<file path="config.mk">
export PLATFORM = sky130hd
export DESIGN_NAME = rvm_ram
export DESIGN_NICKNAME = d
export VERILOG_FILES = /design/src/rtl/core/rvm_ram.sv
export SDC_FILE = /design/constraint.sdc
export NUM_CORES = 2
export LEC_CHECK = 0
export BUFFER_PORTS_ARGS = -buffer_cell sky130_fd_sc_hd__buf_2
export CAP_MARGIN = 10
export CORE_MARGIN = 2
export CORE_UTILIZATION = 50
export CTS_BUF_LIST = sky130_fd_sc_hd__clkbuf_4 sky130_fd_sc_hd__clkbuf_8 sky130_fd_sc_hd__clkbuf_16
export CTS_CLUSTER_DIAMETER = 40
export DETAILED_ROUTE_END_ITERATION = 6
export GPL_ROUTABILITY_DRIVEN = 0
export HOLD_SLACK_MARGIN = 0.1
export PLACE_DENSITY = 0.68
export SYNTH_ARGS = -nofsm -noshare
export SYNTH_HDL_FRONTEND = slang
export SYNTH_SLANG_ARGS = --single-unit
export TNS_END_PERCENT = 1
</file>
<file path="constraint.sdc">
create_clock -name clk -period 2.38 [get_ports clk]
set_clock_uncertainty 0.1 [all_clocks]
set_input_delay 0.357 -clock clk [delete_from_list [all_inputs] [get_ports clk]]
set_output_delay 0.357 -clock clk [all_outputs]
set_load 0.05 [all_outputs]
</file>
<file path="src/rtl/core/rvm_ram.sv">
// Generic single-write, single-read RAM with registered read data.
module rvm_ram #(
	parameter int WIDTH = 8,
	parameter int DEPTH = 256
) (
	input  logic                     clk,
	input  logic                     we,
	input  logic [$clog2(DEPTH)-1:0] waddr,
	input  logic [WIDTH-1:0]         wdata,
	input  logic [$clog2(DEPTH)-1:0] raddr,
	output logic [WIDTH-1:0]         rdata
);

	logic [WIDTH-1:0] mem [DEPTH];

	always_ff @(posedge clk) begin
		if (we) begin
			mem[waddr] <= wdata;
		end
		rdata <= mem[raddr];
	end

endmodule

</file>
# Yosys cells after proc, flatten, opt, wreduce, memory -nomap -nowiden
# Memory sizes are Yosys's and may differ from the RTL's. A register that Yosys moved wholly into a read port is not among the register bits.
# Cells that the tools add are included.
[op_classes] mux=2
[op_table] operator="$mux W1" n=2
[totals] ramBits=2048 mem_count=1 register_bits=0 in_bits=26 word_cells=3 out_inout_bits=8
[mem_list] name="mem" words=256 width=8 rd=1 rd_ports_with_merged_regs=1 write_ports=1 line="14" text="logic [WIDTH-1:0] mem [DEPTH];"

# Longest topological paths before layout
[logic_depth] ltp_word=2 mapped_depth=11 ltp_nobuf=6

# Worst setup path before layout
# Ideal clock, no wire load.
[synth_timing] path_kind="input to register" start="input port raddr[0]" end="register rdata[2] (read register of mem)" path_stages=9 t_arrival_ps=2164 required_ps=2149 setup_ps=131 slack_ps=-15 path_buffers=4 cell_sequence="buf_6 > buf_12 > buf_8 > buf_2 > mux4_2 > a22oi_1 > a21oi_1 > nor4_1 > nor4_2"
[synth_rtl] item="start, declared" line="10" text="input logic [$clog2(DEPTH)-1:0] raddr,"
[synth_rtl] item="end, declared" line="11" text="output logic [WIDTH-1:0] rdata"

==> results.tsv <==
stage	metric	value	unit
logic_synthesis	Avg Inst Size Synth	21.3	sq um
grt	vias in the first global route	41800	
route	wire per inst	29.5	microns
setup_path	Setup CP Type	reg2reg	
setup_path	Worst Path Required	3.01	ns
clocking	CTS root buf	clkbuf_16	
clocking	Clk Latency, worst-skew pair	0.87	ns
clocking	CTS Buffer Depth	3	
status	outcome	finished with violations	
floorplanning	Cell Rows	146	
setup_path	Crit path largest cell delay	0.50	ns
setup_path	Reg2Reg Launch Point	mem[16][5]	
setup_path	critical-path cell list	mux4_2 > a22o_1 > a221oi_2 > buf_4 > o221ai_2 > a211oi_2 > buf_4 > nor4_1	
place	post-placement cell count	6349	
final_layout	Layout area overhead	20.3	%
final_layout	Final Non-Filler Cells	6768	
timing	setup TNS	-0.0348	ns
setup_path	Buf/Inv on CP	2	
place	HPWL after detailed placement	128	mm
timing	Final Hold Viols	0	
timing	final period utilization	101	%
route	Detailed Route Iter0 Violations	5350	
setup_path	Top delay family on crit path	compound AO/OA/AOI/OAI gates	
logic_synthesis	register area share after synthesis	77.5	%
setup_path	CP dominant cell by count	buf_4	
power_and_ir_drop	maximum vdd drop	0.000961	V
route	# DRC	0	
logic_synthesis	post-synthesis async set-or-reset flop share	0	%
status	violated checks	negative setup slack	
grt	grt ovf	0	
grt	largest net degree at the start of global routing	82	
worst_hold_path	Worst Min Path Start	waddr[6]	
route	Via density	6.16	
timing	Final WS setup	-0.0206	ns
route	routed vias	41700	
clocking	CTS buffer count	218	
route	post-route ant nets	0	
worst_hold_path	Hold WC Path Type	in2reg	
clocking	clk slew on worst S/H paths	0.06	ns
setup_path	CP endpoint kind	register	
setup_path	arrival time worst endpoint	3.03	ns
power_and_ir_drop	Sw Pwr	17.2	mW
timing	Max Slew Vio Count	0	
grt	initial antenna violation count	5	
floorplanning	chip height	403	microns
logic_synthesis	Post-Syn Instances	3733	
floorplanning	Initial Utilization	50.3	%
floorplanning	core area	158000	sq um
grt	first-pass GRT wire length	290	mm
place	Buffers on Ports	33	
floorplanning	Die X	403	microns
final_layout	net total in the final layout	4536	
floorplanning	Die Area	162000	sq um
timing	Max Freq	0.417	GHz
power_and_ir_drop	PwrDens	829	nW/um^2
power_and_ir_drop	sequential share of power	50.4	%
timing	RSZ-0062 raised after global routing	true	
timing	Slew Limit Headroom	43.7	%
floorplanning	I/O pins	34	
logic_synthesis	Mapped Area	79600	sq um
clocking	CTS Sinks	2056	
logic_synthesis	Ys Warns	0	
logic_synthesis	Yosys reg bits	2056	
logic_synthesis	Synth Flop Type	edfxtp_1	
setup_path	CP Launch Point	mem[16][5]	
final_layout	number of diodes	0	
power_and_ir_drop	static leakage	31.4	nW
logic_synthesis	synth unique cells	55	
timing	fin crit period	2.40	ns
grt	GRT Total Usage	24.8	%
power_and_ir_drop	switching power share of the total	21.6	%
power_and_ir_drop	clock power share	44.0	%
clocking	CTS tree	built	
logic_synthesis	number of synthesized flops with an enable pin	2048	
timing	Slew @ Worst Pin	0.844	ns
flow_run	MaxCap Viol Count	0	
setup_path	Worst setup SP type	register	
logic_synthesis	syn_nets	3759	
power_and_ir_drop	logic gate share of total power	5.6	%
timing	final setup violation count	2	
power_and_ir_drop	Int Pwr	62.1	mW
route	total wire length	200	mm
final_layout	share of layout cells above drive strength 1	35.2	%
setup_path	Slowest cell on crit path	mux4_2	
final_layout	utilization after layout	60.5	%
route	DR pass1 iterations	5	
clocking	H-tree levels	4	
setup_path	Critical Path Fanout Max	1	
per-stage QoR:
stage	setup slack, ns	power [mW]	hold WS, ns	instance area [sq um]
after global routing	-0.0792	81.3	0.250	95700
after CTS	-0.0514	79.7	0.178	95600
after floorplan	-0.00510	42.7	0.356	79600
final	-0.0206	79.3	0.258	95700
after detailed placement	-1.27	45.0	0.709	87700
after global placement	-1.26	45.0	0.703	87700
layer usage:
metal	track usage (%)	up-vias	part of all wire, %
li1	-	17300	-
met1	35.4	21800	39
met2	38.4	2179	47
met3	4.88	376	9.4
met4	8.87	6	3.6
met5	0	-	0.020
flip-flops by register name (all words and copies together), names as in the netlist:
| signal | flops |
|---|---|
| mem | 2048 |
| rdata | 8 |
power by group through the flow:
stage	Combinational [mW]	Sequential, mW	Clock, mW
CTS	4.38	40.0	35.3
floorplan	1.94	40.8	0
global route	4.62	40.0	36.7
finish	4.40	40.0	34.9
global placement	4.25	40.7	0
detailed placement	4.30	40.7	0
Yosys cell counts (all sizes together), types with 4 or more instances:
cell	n	area (sq um)
nor3	22	110
o22ai	28	175
nand3	34	170
o32ai	5	51.3
buf	122	1030
mux4	456	10300
a221oi	14	129
a211oi	16	120
edfxtp	2048	61500
a22o	8	70.1
o211ai	10	75.1
o21ai	12	60.1
o22a	5	43.8
nand2	33	124
a21oi	96	480
nor2b	31	194
a22oi	133	998
dfxtp	8	160
and2	6	37.5
nor4	27	188
or2	4	25.0
a2111oi	5	52.6
o221ai	47	418
nand2b	8	50.1
clkbuf	111	417
nor2	282	1060
nand4	10	62.6
mux2i	134	1340
worst register-to-register path, stage by stage, from the launching register on:
cell,delay (ns)
edfxtp_1,0.40
mux4_2,0.50
a22o_1,0.21
a221oi_2,0.20
buf_4,0.18
o221ai_2,0.09
a211oi_2,0.33
buf_4,0.19
nor4_1,0.04
path summary, 6_finish.rpt:
path	endpoint	slack [ns]	cells after the start
worst max-delay path	rdata[5]	-0.02	8
worst min-delay path	mem[209][5]	0.26	4
worst max register to register	rdata[5]	-0.02	8
worst min register to register	rdata[3]	0.95	7
cell usage in the layout, fill, tap and decap left out, types with 18 or more instances in the layout:
master	n
mux2i_1	134
nor2_1	277
edfxtp_1	2048
nand2_1	33
mux4_2	454
clkinvlp_4	18
buf_4	654
inv_6	19
clkbuf_16	218
o221ai_1	44
clkinv_2	25
clkbuf_4	35
clkinv_1	34
a21oi_1	96
o22ai_1	27
buf_12	88
bufinv_16	27
a22oi_1	132
nor2b_1	27
nor3_1	18
nand3_1	34
buf_2	21
cell families after synthesis:
logic type / synth area share (%)
flip-flops: 77.5
AO/OA/AOI/OAI: 3.42
buffers and inverters: 1.83
multiplexers: 14.6
AND/OR/NAND/NOR: 2.63
layout make-up:
cell class,instances,area (sq um)
Fill cell,11000,62500
Sequential cell,2056,61700
Multi-Input combinational cell,1442,16700
Timing Repair Buffer,790,7130
Clock buffer,253,5720
Tap cell,2072,2590
Clock inverter,153,1860
Inverter,2,7.51
what timing repair did:
action	in CTS	in global routing
endpoints found under the setup margin	8	9
setup buffers	0	0
pin swaps	8	13
endpoints found under the hold margin	1063	0
hold buffers	14	0
gates resized for setup	25	20
Power figures use the tool's default switching activity.
